File: config.mk
export PLATFORM = sky130hd
export DESIGN_NAME = vertex_layout_descriptor_parser_top_flat
export DESIGN_NICKNAME = d
export VERILOG_FILES = /design/src/vldp_pkg.sv /design/src/vldp_if.sv /design/src/vldp_front.sv /design/src/vldp_queue.sv /design/src/vldp_back.sv /design/src/vertex_layout_descriptor_parser_top.sv /design/src/flat_wrapper.sv
export SDC_FILE = /design/constraint.sdc
export NUM_CORES = 1
export LEC_CHECK = 0
export ABC_AREA = 0
export BUFFER_PORTS_ARGS = -buffer_cell sky130_fd_sc_hd__buf_4
export CAP_MARGIN = 20
export CELL_PAD_IN_SITES_DETAIL_PLACEMENT = 1
export CELL_PAD_IN_SITES_GLOBAL_PLACEMENT = 2
export CORE_MARGIN = 10
export CORE_UTILIZATION = 44
export CTS_CLUSTER_DIAMETER = 100
export DETAILED_ROUTE_END_ITERATION = 6
export GPL_TIMING_DRIVEN = 0
export PLACE_DENSITY = 0.83
export SYNTH_ARGS = -nofsm -noshare
export SYNTH_HDL_FRONTEND = slang
export SYNTH_HIERARCHICAL = 1
export SYNTH_SLANG_ARGS = --single-unit
File: constraint.sdc
create_clock -name clk -period 6 [get_ports clk]
set_clock_uncertainty 0.15 [all_clocks]
set_input_delay 1.2 -clock clk [delete_from_list [all_inputs] [get_ports clk]]
set_output_delay 1.2 -clock clk [all_outputs]
set_load 0.01 [all_outputs]
File: src/vldp_pkg.sv
package vldp_pkg;

    // Character codes (compared after folding lower case to upper case).
    localparam logic [7:0] CH_I     = 8'h49;
    localparam logic [7:0] CH_L     = 8'h4C;
    localparam logic [7:0] CH_S     = 8'h53;
    localparam logic [7:0] CH_P     = 8'h50;
    localparam logic [7:0] CH_N     = 8'h4E;
    localparam logic [7:0] CH_T     = 8'h54;
    localparam logic [7:0] CH_C     = 8'h43;
    localparam logic [7:0] CH_HASH  = 8'h23;
    localparam logic [7:0] CH_ZERO  = 8'h30;
    localparam logic [7:0] CH_ONE   = 8'h31;
    localparam logic [7:0] CH_FOUR  = 8'h34;
    localparam logic [7:0] CH_SPACE = 8'h20;
    localparam logic [7:0] CH_TAB   = 8'h09;
    localparam logic [7:0] CH_CR    = 8'h0D;
    localparam logic [7:0] CH_LOW_A = 8'h61;
    localparam logic [7:0] CH_LOW_Z = 8'h7A;
    localparam logic [7:0] CASE_GAP = 8'h20;

    // Field kinds.
    localparam logic [1:0] KIND_POSITION = 2'd0;
    localparam logic [1:0] KIND_NORMAL   = 2'd1;
    localparam logic [1:0] KIND_TEXTURE  = 2'd2;
    localparam logic [1:0] KIND_COLOR    = 2'd3;

    // Triangle types.
    localparam logic [1:0] PRIM_NONE  = 2'd0;
    localparam logic [1:0] PRIM_LIST  = 2'd1;
    localparam logic [1:0] PRIM_STRIP = 2'd2;

    // Status codes. Count and too-many codes for N, T and C follow the P codes
    // in steps of two.
    localparam logic [3:0] ST_OK         = 4'd0;
    localparam logic [3:0] ST_EMPTY      = 4'd1;
    localparam logic [3:0] ST_UNEXP_END  = 4'd2;
    localparam logic [3:0] ST_BAD_STRUCT = 4'd3;
    localparam logic [3:0] ST_BAD_TYPE   = 4'd4;
    localparam logic [3:0] ST_UNKNOWN    = 4'd5;
    localparam logic [3:0] ST_P_COUNT    = 4'd6;
    localparam logic [3:0] ST_P_MANY     = 4'd7;

    localparam int QUEUE_DEPTH = 4;
    localparam int QUEUE_AW    = $clog2(QUEUE_DEPTH);

    // One queue entry: an optional field record and an optional status word.
    typedef struct packed {
        logic       rec_v;
        logic [1:0] kind;
        logic [3:0] slot;
        logic [9:0] offset;
        logic [2:0] comp;
        logic       sta_v;
        logic [3:0] status;
        logic [1:0] tri_kind;
        logic [9:0] stride;
        logic [7:0] err_at;
    } vldp_entry_t;

    typedef struct packed {
        logic        push;
        vldp_entry_t entry;
    } vldp_push_t;

    typedef struct packed {
        logic full;
        logic empty;
    } vldp_qstat_t;

    typedef struct packed {
        logic       is_status;
        logic [1:0] field_kind;
        logic [3:0] slot;
        logic [9:0] offset_bytes;
        logic [2:0] components;
        logic [3:0] status;
        logic [1:0] tri_type;
        logic [9:0] stride_bytes;
        logic [7:0] error_index;
    } vldp_word_t;

endpackage

File: src/vldp_if.sv
interface vldp_in_if;
    logic       valid;
    logic       ready;
    logic [7:0] char_code;
    logic       has_char;
    logic       end_of_text;

    modport source (output valid, output char_code, output has_char, output end_of_text,
                    input ready);
    modport sink (input valid, input char_code, input has_char, input end_of_text,
                  output ready);
endinterface

interface vldp_out_if;
    logic       valid;
    logic       ready;
    logic       is_status;
    logic [1:0] field_kind;
    logic [3:0] slot;
    logic [9:0] offset_bytes;
    logic [2:0] components;
    logic [3:0] status;
    logic [1:0] tri_type;
    logic [9:0] stride_bytes;
    logic [7:0] error_index;

    modport source (output valid, output is_status, output field_kind, output slot,
                    output offset_bytes, output components, output status,
                    output tri_type, output stride_bytes, output error_index,
                    input ready);
    modport sink (input valid, input is_status, input field_kind, input slot,
                  input offset_bytes, input components, input status,
                  input tri_type, input stride_bytes, input error_index,
                  output ready);
endinterface

File: src/vldp_front.sv
module vldp_front
    import vldp_pkg::*;
#(
    parameter int MAX_REPEAT_FIELDS = 16,
    parameter int MAX_TEXT_LENGTH   = 256
)
(
    input  logic         clk,
    input  logic         rst_n,
    vldp_in_if.sink      in_ch,
    output vldp_push_t   push,
    input  vldp_qstat_t  qstat
);

    typedef enum logic [2:0] {
        PH_EXPECT_I,
        PH_EXPECT_TYPE,
        PH_FIELDS,
        PH_EXPECT_DIGIT,
        PH_DONE,
        PH_ERROR
    } phase_t;

    localparam logic [7:0] IDX_MAX   = 8'(MAX_TEXT_LENGTH - 1);
    localparam logic [4:0] REP_LIMIT = 5'(MAX_REPEAT_FIELDS);

    phase_t      phase_reg, phase_next;
    logic [1:0]  tri_reg, tri_next;
    logic [1:0]  pending_reg, pending_next;
    logic [9:0]  stride_reg, stride_next;
    logic [4:0]  used_reg [4];
    logic [4:0]  used_next [4];
    logic [3:0]  err_code_reg, err_code_next;
    logic [7:0]  err_at_reg, err_at_next;
    logic [7:0]  char_idx_reg, char_idx_next;
    logic [7:0]  letter_at_reg, letter_at_next;

    logic        accept;
    logic [7:0]  ch;
    logic [7:0]  up;
    logic        is_space;
    logic [4:0]  kind_limit;
    vldp_entry_t entry;

    assign accept       = in_ch.valid && in_ch.ready;
    assign in_ch.ready  = !qstat.full;
    assign ch           = in_ch.char_code;
    assign up           = (ch >= CH_LOW_A && ch <= CH_LOW_Z) ? ch - CASE_GAP : ch;
    assign is_space     = (ch == CH_SPACE) || (ch >= CH_TAB && ch <= CH_CR);
    assign kind_limit   = pending_reg[1] ? REP_LIMIT : 5'd1;

    always_comb
    begin
        phase_next     = phase_reg;
        tri_next       = tri_reg;
        pending_next   = pending_reg;
        stride_next    = stride_reg;
        used_next      = used_reg;
        err_code_next  = err_code_reg;
        err_at_next    = err_at_reg;
        char_idx_next  = char_idx_reg;
        letter_at_next = letter_at_reg;
        entry          = '0;

        if (in_ch.has_char)
        begin
            if (char_idx_reg < IDX_MAX)
            begin
                char_idx_next = char_idx_reg + 8'd1;
            end
            case (phase_reg)
                PH_EXPECT_I:
                begin
                    if (!is_space)
                    begin
                        if (up == CH_I)
                        begin
                            letter_at_next = char_idx_reg;
                            phase_next     = PH_EXPECT_TYPE;
                        end
                        else
                        begin
                            err_code_next = ST_BAD_STRUCT;
                            err_at_next   = char_idx_reg;
                            phase_next    = PH_ERROR;
                        end
                    end
                end
                PH_EXPECT_TYPE:
                begin
                    if (!is_space)
                    begin
                        if (up == CH_L)
                        begin
                            tri_next   = PRIM_LIST;
                            phase_next = PH_FIELDS;
                        end
                        else if (up == CH_S)
                        begin
                            tri_next   = PRIM_STRIP;
                            phase_next = PH_FIELDS;
                        end
                        else
                        begin
                            err_code_next = ST_BAD_TYPE;
                            err_at_next   = char_idx_reg;
                            phase_next    = PH_ERROR;
                        end
                    end
                end
                PH_FIELDS:
                begin
                    if (!is_space)
                    begin
                        if (up == CH_HASH)
                        begin
                            phase_next = PH_DONE;
                        end
                        else if (up == CH_P || up == CH_N || up == CH_T || up == CH_C)
                        begin
                            if (up == CH_P)
                            begin
                                pending_next = KIND_POSITION;
                            end
                            else if (up == CH_N)
                            begin
                                pending_next = KIND_NORMAL;
                            end
                            else if (up == CH_T)
                            begin
                                pending_next = KIND_TEXTURE;
                            end
                            else
                            begin
                                pending_next = KIND_COLOR;
                            end
                            letter_at_next = char_idx_reg;
                            phase_next     = PH_EXPECT_DIGIT;
                        end
                        else
                        begin
                            err_code_next = ST_UNKNOWN;
                            err_at_next   = char_idx_reg;
                            phase_next    = PH_ERROR;
                        end
                    end
                end
                PH_EXPECT_DIGIT:
                begin
                    // The digit is taken as it stands: a space here is an error too.
                    if (ch < CH_ONE || ch > CH_FOUR)
                    begin
                        err_code_next = ST_P_COUNT + {1'b0, pending_reg, 1'b0};
                        err_at_next   = letter_at_reg;
                        phase_next    = PH_ERROR;
                    end
                    else if (used_reg[pending_reg] >= kind_limit)
                    begin
                        err_code_next = ST_P_MANY + {1'b0, pending_reg, 1'b0};
                        err_at_next   = letter_at_reg;
                        phase_next    = PH_ERROR;
                    end
                    else
                    begin
                        entry.rec_v  = 1'b1;
                        entry.kind   = pending_reg;
                        entry.slot   = used_reg[pending_reg][3:0];
                        entry.offset = stride_reg;
                        entry.comp   = 3'(ch - CH_ZERO);
                        stride_next  = stride_reg + {5'd0, 3'(ch - CH_ZERO), 2'b00};
                        used_next[pending_reg] = used_reg[pending_reg] + 5'd1;
                        phase_next   = PH_FIELDS;
                    end
                end
                default:
                begin
                end
            endcase
        end

        if (in_ch.end_of_text)
        begin
            entry.sta_v    = 1'b1;
            entry.tri_kind = tri_next;
            entry.stride   = stride_next;
            case (phase_next)
                PH_ERROR:
                begin
                    entry.status = err_code_next;
                    entry.err_at = err_at_next;
                end
                PH_EXPECT_I:
                begin
                    entry.status = ST_EMPTY;
                end
                PH_EXPECT_TYPE, PH_EXPECT_DIGIT:
                begin
                    entry.status = ST_UNEXP_END;
                    entry.err_at = letter_at_next;
                end
                default:
                begin
                    entry.status = ST_OK;
                end
            endcase

            // The next descriptor starts from a clean state.
            phase_next     = PH_EXPECT_I;
            tri_next       = PRIM_NONE;
            pending_next   = KIND_POSITION;
            stride_next    = '0;
            used_next      = '{default: '0};
            err_code_next  = ST_OK;
            err_at_next    = '0;
            char_idx_next  = '0;
            letter_at_next = '0;
        end
    end

    assign push.push  = accept && (entry.rec_v || entry.sta_v);
    assign push.entry = entry;

    always_ff @(posedge clk or negedge rst_n)
    begin
        if (!rst_n)
        begin
            phase_reg     <= PH_EXPECT_I;
            tri_reg       <= PRIM_NONE;
            pending_reg   <= KIND_POSITION;
            stride_reg    <= '0;
            used_reg      <= '{default: '0};
            err_code_reg  <= ST_OK;
            err_at_reg    <= '0;
            char_idx_reg  <= '0;
            letter_at_reg <= '0;
        end
        else if (accept)
        begin
            phase_reg     <= phase_next;
            tri_reg       <= tri_next;
            pending_reg   <= pending_next;
            stride_reg    <= stride_next;
            used_reg      <= used_next;
            err_code_reg  <= err_code_next;
            err_at_reg    <= err_at_next;
            char_idx_reg  <= char_idx_next;
            letter_at_reg <= letter_at_next;
        end
    end

    a_end_resets: assert property (@(posedge clk) disable iff (!rst_n)
        (accept && in_ch.end_of_text) |=> (phase_reg == PH_EXPECT_I && stride_reg == '0))
        else $error("state not cleared after final word");

    a_error_sticks: assert property (@(posedge clk) disable iff (!rst_n)
        (accept && !in_ch.end_of_text && phase_reg == PH_ERROR) |=> (phase_reg == PH_ERROR))
        else $error("error phase left before final word");

    a_end_pushes_status: assert property (@(posedge clk) disable iff (!rst_n)
        (accept && in_ch.end_of_text) |-> (push.push && push.entry.sta_v))
        else $error("final word produced no status");

endmodule

File: src/vldp_queue.sv
module vldp_queue
    import vldp_pkg::*;
(
    input  logic        clk,
    input  logic        rst_n,
    input  vldp_push_t  push,
    input  logic        pop,
    output vldp_entry_t head,
    output vldp_qstat_t qstat
);

    vldp_entry_t          mem [QUEUE_DEPTH];
    logic [QUEUE_AW-1:0]  wr_ptr_reg;
    logic [QUEUE_AW-1:0]  rd_ptr_reg;
    logic [QUEUE_AW:0]    count_reg;

    assign qstat.full  = (count_reg == (QUEUE_AW + 1)'(QUEUE_DEPTH));
    assign qstat.empty = (count_reg == '0);
    assign head        = mem[rd_ptr_reg];

    always_ff @(posedge clk)
    begin
        if (push.push)
        begin
            mem[wr_ptr_reg] <= push.entry;
        end
    end

    always_ff @(posedge clk or negedge rst_n)
    begin
        if (!rst_n)
        begin
            wr_ptr_reg <= '0;
            rd_ptr_reg <= '0;
            count_reg  <= '0;
        end
        else
        begin
            if (push.push)
            begin
                wr_ptr_reg <= wr_ptr_reg + 1'b1;
            end
            if (pop)
            begin
                rd_ptr_reg <= rd_ptr_reg + 1'b1;
            end
            if (push.push && !pop)
            begin
                count_reg <= count_reg + 1'b1;
            end
            else if (pop && !push.push)
            begin
                count_reg <= count_reg - 1'b1;
            end
        end
    end

    a_no_overflow: assert property (@(posedge clk) disable iff (!rst_n)
        push.push |-> !qstat.full)
        else $error("push into full queue");

    a_no_underflow: assert property (@(posedge clk) disable iff (!rst_n)
        pop |-> !qstat.empty)
        else $error("pop from empty queue");

endmodule

File: src/vldp_back.sv
module vldp_back
    import vldp_pkg::*;
(
    input  logic        clk,
    input  logic        rst_n,
    input  vldp_entry_t head,
    input  vldp_qstat_t qstat,
    output logic        pop,
    vldp_out_if.source  out_ch
);

    logic       out_valid_reg, out_valid_next;
    vldp_word_t out_word_reg, out_word_next;
    logic       rec_done_reg, rec_done_next;
    logic       load_ok;

    assign load_ok = !out_valid_reg || out_ch.ready;

    always_comb
    begin
        out_valid_next = out_valid_reg;
        out_word_next  = out_word_reg;
        rec_done_next  = rec_done_reg;
        pop            = 1'b0;
        if (load_ok)
        begin
            out_valid_next = 1'b0;
            if (!qstat.empty)
            begin
                out_valid_next = 1'b1;
                out_word_next  = '0;
                if (head.rec_v && !rec_done_reg)
                begin
                    out_word_next.field_kind   = head.kind;
                    out_word_next.slot         = head.slot;
                    out_word_next.offset_bytes = head.offset;
                    out_word_next.components   = head.comp;
                    if (head.sta_v)
                    begin
                        rec_done_next = 1'b1;
                    end
                    else
                    begin
                        pop = 1'b1;
                    end
                end
                else
                begin
                    out_word_next.is_status    = 1'b1;
                    out_word_next.status       = head.status;
                    out_word_next.tri_type     = head.tri_kind;
                    out_word_next.stride_bytes = head.stride;
                    out_word_next.error_index  = head.err_at;
                    rec_done_next = 1'b0;
                    pop           = 1'b1;
                end
            end
        end
    end

    always_ff @(posedge clk or negedge rst_n)
    begin
        if (!rst_n)
        begin
            out_valid_reg <= 1'b0;
            rec_done_reg  <= 1'b0;
            out_word_reg  <= '0;
        end
        else
        begin
            out_valid_reg <= out_valid_next;
            rec_done_reg  <= rec_done_next;
            out_word_reg  <= out_word_next;
        end
    end

    assign out_ch.valid        = out_valid_reg;
    assign out_ch.is_status    = out_word_reg.is_status;
    assign out_ch.field_kind   = out_word_reg.field_kind;
    assign out_ch.slot         = out_word_reg.slot;
    assign out_ch.offset_bytes = out_word_reg.offset_bytes;
    assign out_ch.components   = out_word_reg.components;
    assign out_ch.status       = out_word_reg.status;
    assign out_ch.tri_type     = out_word_reg.tri_type;
    assign out_ch.stride_bytes = out_word_reg.stride_bytes;
    assign out_ch.error_index  = out_word_reg.error_index;

    a_split_entry: assert property (@(posedge clk) disable iff (!rst_n)
        rec_done_reg |-> (!qstat.empty && head.rec_v && head.sta_v))
        else $error("record sent flag set without a split entry at the head");

endmodule

File: src/vertex_layout_descriptor_parser_top.sv
// Vertex-layout descriptor parser.
//
// Input channel in_ch carries one character word per handshake: char_code,
// has_char (0 marks a word with no character) and end_of_text on the last
// word of a descriptor. Output channel out_ch carries field records
// (is_status = 0) and, after the last word of each descriptor, one status
// word (is_status = 1) with the triangle type, stride and error index.
//
// The front parser takes one word per cycle and keeps ready high unless the
// four-entry queue to the output stage is full. The queue holds a word from
// the edge that accepted it, and the output register loads it from the queue
// head as soon as the register is free. Each queue entry yields one output
// word, except the final word when it also completes a field: it then yields
// a field record and then a status word. A stalled receiver first fills the
// output register, then the queue, and only then drops in_ch.ready; nothing
// is lost or repeated.
//
// Reset clears the parser to the start of a descriptor and empties the
// queue and the output register. No clearing pass is needed.
module vertex_layout_descriptor_parser_top
    import vldp_pkg::*;
#(
    parameter int MAX_REPEAT_FIELDS = 16,
    parameter int MAX_TEXT_LENGTH   = 256
)
(
    input  logic        clk,
    input  logic        rst_n,
    vldp_in_if.sink     in_ch,
    vldp_out_if.source  out_ch
);

    vldp_push_t  push;
    vldp_qstat_t qstat;
    vldp_entry_t head;
    logic        pop;

    vldp_front #(
        .MAX_REPEAT_FIELDS (MAX_REPEAT_FIELDS),
        .MAX_TEXT_LENGTH   (MAX_TEXT_LENGTH)
    ) u_front (
        .clk   (clk),
        .rst_n (rst_n),
        .in_ch (in_ch),
        .push  (push),
        .qstat (qstat)
    );

    vldp_queue u_queue (
        .clk   (clk),
        .rst_n (rst_n),
        .push  (push),
        .pop   (pop),
        .head  (head),
        .qstat (qstat)
    );

    vldp_back u_back (
        .clk    (clk),
        .rst_n  (rst_n),
        .head   (head),
        .qstat  (qstat),
        .pop    (pop),
        .out_ch (out_ch)
    );

endmodule

File: src/flat_wrapper.sv
// flat-port wrapper written by rule: the top's interface ports become plain ports
module vertex_layout_descriptor_parser_top_flat import vldp_pkg::*;
#(
    parameter int MAX_REPEAT_FIELDS = 16,
    parameter int MAX_TEXT_LENGTH   = 256
)
  (clk, rst_n, in_ch_valid, in_ch_char_code, in_ch_has_char, in_ch_end_of_text, in_ch_ready, out_ch_valid, out_ch_is_status, out_ch_field_kind, out_ch_slot, out_ch_offset_bytes, out_ch_components, out_ch_status, out_ch_tri_type, out_ch_stride_bytes, out_ch_error_index, out_ch_ready);
  vldp_in_if in_ch_i ();
  vldp_out_if out_ch_i ();
  input  logic clk;
  input  logic rst_n;
  input wire logic [$bits(in_ch_i.valid)-1:0] in_ch_valid;
  input wire logic [$bits(in_ch_i.char_code)-1:0] in_ch_char_code;
  input wire logic [$bits(in_ch_i.has_char)-1:0] in_ch_has_char;
  input wire logic [$bits(in_ch_i.end_of_text)-1:0] in_ch_end_of_text;
  output wire logic [$bits(in_ch_i.ready)-1:0] in_ch_ready;
  output wire logic [$bits(out_ch_i.valid)-1:0] out_ch_valid;
  output wire logic [$bits(out_ch_i.is_status)-1:0] out_ch_is_status;
  output wire logic [$bits(out_ch_i.field_kind)-1:0] out_ch_field_kind;
  output wire logic [$bits(out_ch_i.slot)-1:0] out_ch_slot;
  output wire logic [$bits(out_ch_i.offset_bytes)-1:0] out_ch_offset_bytes;
  output wire logic [$bits(out_ch_i.components)-1:0] out_ch_components;
  output wire logic [$bits(out_ch_i.status)-1:0] out_ch_status;
  output wire logic [$bits(out_ch_i.tri_type)-1:0] out_ch_tri_type;
  output wire logic [$bits(out_ch_i.stride_bytes)-1:0] out_ch_stride_bytes;
  output wire logic [$bits(out_ch_i.error_index)-1:0] out_ch_error_index;
  input wire logic [$bits(out_ch_i.ready)-1:0] out_ch_ready;
  assign in_ch_i.valid = in_ch_valid;
  assign in_ch_i.char_code = in_ch_char_code;
  assign in_ch_i.has_char = in_ch_has_char;
  assign in_ch_i.end_of_text = in_ch_end_of_text;
  assign in_ch_ready = in_ch_i.ready;
  assign out_ch_valid = out_ch_i.valid;
  assign out_ch_is_status = out_ch_i.is_status;
  assign out_ch_field_kind = out_ch_i.field_kind;
  assign out_ch_slot = out_ch_i.slot;
  assign out_ch_offset_bytes = out_ch_i.offset_bytes;
  assign out_ch_components = out_ch_i.components;
  assign out_ch_status = out_ch_i.status;
  assign out_ch_tri_type = out_ch_i.tri_type;
  assign out_ch_stride_bytes = out_ch_i.stride_bytes;
  assign out_ch_error_index = out_ch_i.error_index;
  assign out_ch_i.ready = out_ch_ready;
  vertex_layout_descriptor_parser_top #(.MAX_REPEAT_FIELDS(MAX_REPEAT_FIELDS), .MAX_TEXT_LENGTH(MAX_TEXT_LENGTH)) u_core (.clk(clk), .rst_n(rst_n), .in_ch(in_ch_i), .out_ch(out_ch_i));
endmodule
## Yosys cells after proc, flatten, opt, wreduce, memory -nomap -nowiden

Memories as Yosys holds them, arrays and structs flattened.
Cells that the tools add are included.
Widths: inputs -> output; s select.

| word-level totals | value |
|---|---|
| bits in registers | 118 |
| memory bits (writable) | 180 |
| input bits | 14 |
| output and inout bits | 46 |
| logic and storage cells | 210 |
| memories kept | 1 |

Memory list:

| name | words | bits a word | read ports | clocked after Yosys merged registers in | write ports | RTL line | source |
|---|---|---|---|---|---|---|---|
| u_core.u_queue.mem | 4 | 45 | 1 | 0 | 1 | vldp_queue.sv:12 | `vldp_entry_t mem [QUEUE_DEPTH];` |

| operators by class | value |
|---|---|
| add/sub/neg operators | 11 |
| order comparisons | 10 |
| equality and inequality tests | 21 |
| multiplexer cells | 104 |
| bitwise logic cells | 2 |
| reductions and logical operators | 35 |

Operator list:

| operator | count |
|---|---|
| $mux 8 | 23 |
| $mux 20 | 9 |
| $eq 8x7->1 const B | 7 |
| $mux 10 | 5 |
| $mux 4 | 12 |
| $mux 3 | 14 |
| $pmux 8 s2 | 2 |
| $pmux 8 s4 | 1 |
| $mux 2 | 14 |
| $mux 25 | 1 |
| $mux 24 | 1 |
| $bwmux 20 | 1 |
| $mux 5 | 4 |
| $mux 19 | 1 |
| $eq 8x6->1 const B | 2 |
| $pmux 4 s4 | 1 |
| $pmux 3 s4 | 1 |
| $pmux 4 s3 | 1 |
| $reduce_bool 2->1 | 6 |
| $mux 1 | 11 |
| $add 10x5->10 | 1 |
| $bmux 5 s2 | 1 |
| $demux 5 s2 | 1 |
| $eq 3x2->1 const B | 3 |
| 32 further kinds | 60 |

## Logic depth before layout (Yosys ltp)

| logic depth | value |
|---|---|
| depth in word-level cells | 22 |
| depth in mapped cells | 16 |
| depth with buffers taken out | 15 |

## Modules after synthesis

Netlist, hierarchy kept.

By module, submodules not included:

| module | times used | cells an instance | area each (sq um) | seq. area each (sq um) |
|---|---|---|---|---|
| vldp_queue | 1 | 269 | 6907.9 | 5580.4 |
| vldp_front | 1 | 540 | 4611.9 | 1576.5 |
| vldp_back | 1 | 206 | 1936.9 | 1151.1 |

## Worst setup path before layout

OpenSTA, ideal clock, no wires.

| timing | value |
|---|---|
| path kind | flip-flop to flip-flop |
| from | reg u_core.u_front.pending_reg[1] |
| to | mem u_core/u_queue/mem[1][0] (netlist bit) (enable) |
| library setup time | 0.407 ns |
| data arrival time | 4.491 ns |
| data required time | 5.443 ns |
| slack | 0.952 ns |
| stages on the path, launching flop included | 11 |
| path buffers | 1 |
| period minus slack after synthesis | 5.048 ns |
| cells stage by stage | dfrtp_1 > clkbuf_1 > mux2_2 > o21ai_0 > ha_1 > or3b_2 > o41a_1 > nor4_4 > nand2_1 > a21oi_1 > and2_1 |

RTL lines:

| element | RTL line | source |
|---|---|---|
| start: declaration | vldp_front.sv:29 | `logic [1:0] pending_reg, pending_next;` |
| start signal: assignment | vldp_front.sv:241 | `pending_reg <= pending_next;` |
| end: declaration | vldp_queue.sv:12 |  |

==> metrics.csv <==
metric;value;unit
run status;complete, no violations;
unrepaired setup endpoints after global routing;false;
CTS H-tree depth;1;
Data arrival, critical path;5.91;ns
GRT Residual Overflow;0;
Worst-Margin Slew;0.962;ns
post-layout min period;5.61;ns
Critical Path Source;u_core/u_front/pending_reg[1];
Final Hold Vio Count;0;
post-placement cell count;1472;
FF-to-FF End;u_core/u_queue/count_reg[2];
Main synth FF type;edfxtp_1;
CP Capture Type;register;
Clock Path Buffers;3;
I/O Buffers;57;
clk slew on worst S/H paths;0.06;ns
Critical Path Fanout Max;10;
leak pwr;5.85;nW
most frequent cells in the layout;edfxtp_1 (180), nand2_1 (123), dfrtp_1 (116);
CTS buffer count;30;
ys async rst share;0.392;
Setup WS post-layout;0.388;ns
first-pass GRT wire length;56.5;mm
Netlist cell types;76;
number of top-level pins;60;
fmax;0.178;GHz
DP HPWL;25.5;mm
IR drop worst, VDD;0.000212;V
Die Span Y;195;µm
CP Class;reg -> reg;
Seq/Total Area, Yosys;0.617;
Final Core Density;0.522;
# diodes;0;
Final setup viols;0;
clock sink count;296;
CTS tree;built;
reg2reg setup slack;0.39;ns
initial core utilization;0.450;
area grow syn2layout;15.8;%
HP Class;in -> async;
synthesized cell area;0.0135;mm²
areal power density over the cells;440;mW/mm²
worst rel slew slack;0.355;
design area;0.0156;mm²
crit path capture;u_core/u_queue/count_reg[2];
num rows;63;
die area;0.0380;mm²
Reg2Reg Depth;15;
drc violations;0;
layout cells sized above 1;0.193;
via count;8822;
post-route ant nets;0;
number of synthesized flops with an enable pin;180;
Max-Cap Viols;0;
Max Slew Vio Count;0;
Post-Syn Instances;1015;
Setup WS pre-CTS;-0.0246;ns
core box area;0.0299;mm²
CTS Root Cell;clkbuf_16;
vias in the first global route;9382;
setup TNS;0;ns
largest net degree at the start of global routing;60;
Starting DRT DRC Count;538;
final non-filler cell total;1528;
antenna violations before repair;0;
Synth warnings;6;
total track usage;0.185;
number of nets in the layout;1148;
Syn Area/Cell;13.3;µm²
commonest non-fill, non-tap cell in the layout;edfxtp_1;
CP Launch Type;register;
Yosys reg bits;296;
max reg flops;180;
placed cell area;0.0145;mm²
vias per inst;5.77;
Die X;195;µm
Detailed Route WL;35.9;mm
RD Place Congestion;0.856;
worst r2r src;u_core/u_front/pending_reg[1];
clk_lat worst skew;0.55;ns
WP data required;6.30;ns
crit share post-route;0.935;
first drt pass iteration count;4;
wire per inst;23.5;µm
==> critical path, cell delays in order (launching register included) <==
cell,delay (ns)
dfrtp_1,0.38
clkbuf_1,0.40
mux2_2,0.39
o21ai_1,0.41
ha_1,0.33
or3b_2,0.47
o41a_1,0.39
nor4_4,0.50
nand2_1,0.44
a21oi_2,0.45
ha_1,0.25
inv_1,0.06
fa_1,0.37
xor2_1,0.17
nor2_1,0.15
xor2_1,0.20
==> timing repair <==
item | 4_1_cts | 5_1_grt
resized for setup | 1 | 1
setup buffers | 0 | 0
endpoints found under the setup margin | 50 | 70
hold buffers | 0 | 0
==> stage by stage <==
stage               hold WS, ns  power (mW)
CTS                       0.269        6.93
detailed placement        0.325        4.98
floorplan                 0.295        4.16
global placement          0.315        4.88
finish                    0.294        6.85
global route              0.270        7.24
==> area by class of cell <==
cell class	instances	area (µm²)
multi-input combinational	636	4710
clock buffer	38	822
timing repair buffer	64	586
sequential	296	8310
fill	3030	14300
buffer	71	407
inverter	15	56.3
clock inverter	18	209
tap	390	488
==> kinds of logic (layout without fill, tap and decap cells) <==
| group | after synthesis | after routing | share of synthesized area |
|---|---|---|---|
| other | 1 | 4 | 0.000279 |
| xor gates and xnor gates | 20 | 20 | 0.0130 |
| and+or+nand+nor | 267 | 267 | 0.0997 |
| AOI/OAI and AO/OA | 260 | 260 | 0.121 |
| muxes | 65 | 65 | 0.0941 |
| adders and majority gates | 20 | 20 | 0.0197 |
| DFF | 296 | 296 | 0.617 |
| buffers and inverters | 86 | 206 | 0.0344 |
==> worst min path at each step <==
stage                                            from                          end  slack, ns
after floorplan           u_core/u_front/used_reg[16]  u_core/u_front/used_reg[16]       0.30
after global placement    u_core/u_front/used_reg[16]  u_core/u_front/used_reg[16]       0.32
after detailed placement   u_core/u_front/used_reg[6]   u_core/u_front/used_reg[6]       0.33
after CTS                                       rst_n   u_core/u_front/used_reg[6]       0.27
after global routing                            rst_n   u_core/u_front/used_reg[1]       0.27
final                                           rst_n   u_core/u_front/used_reg[1]       0.29
==> layer usage <==
layer / vias to the layer above / GRT usage / share of wire
met4: 0 / 0.0423 / 0.018
met3: 39 / 0.0293 / 0.049
met5: - / 0 / 0
li1: 4031 / - / -
met1: 4548 / 0.250 / 0.45
met2: 204 / 0.307 / 0.49
==> Yosys cell counts, types with 12 or more instances <==
library cell  count  area (µm²)
a21oi_1          29         145
o21ai_1          49         245
nor3_1           15        75.1
clkbuf_1         42         158
nand2_1         123         462
ha_1             18         225
nor2_1           35         131
dfrtp_1         116        2900
inv_1            14        52.6
mux4_2           49        1100
o21ai_0          98         490
and2_1           12        75.1
mux2i_1          14         140
edfxtp_1        180        5410
and3_1           17         106
==> report_power, final <==
group	total (mW)	switching, mW	leakage (nW)	internal [mW]
clock	1.93	0.780	0.494	1.14
combinational	2.23	1.31	2.18	0.921
sequential	2.70	0.171	3.17	2.53
total	6.85	2.26	5.85	4.59
(Power assumes the default switching activity.)
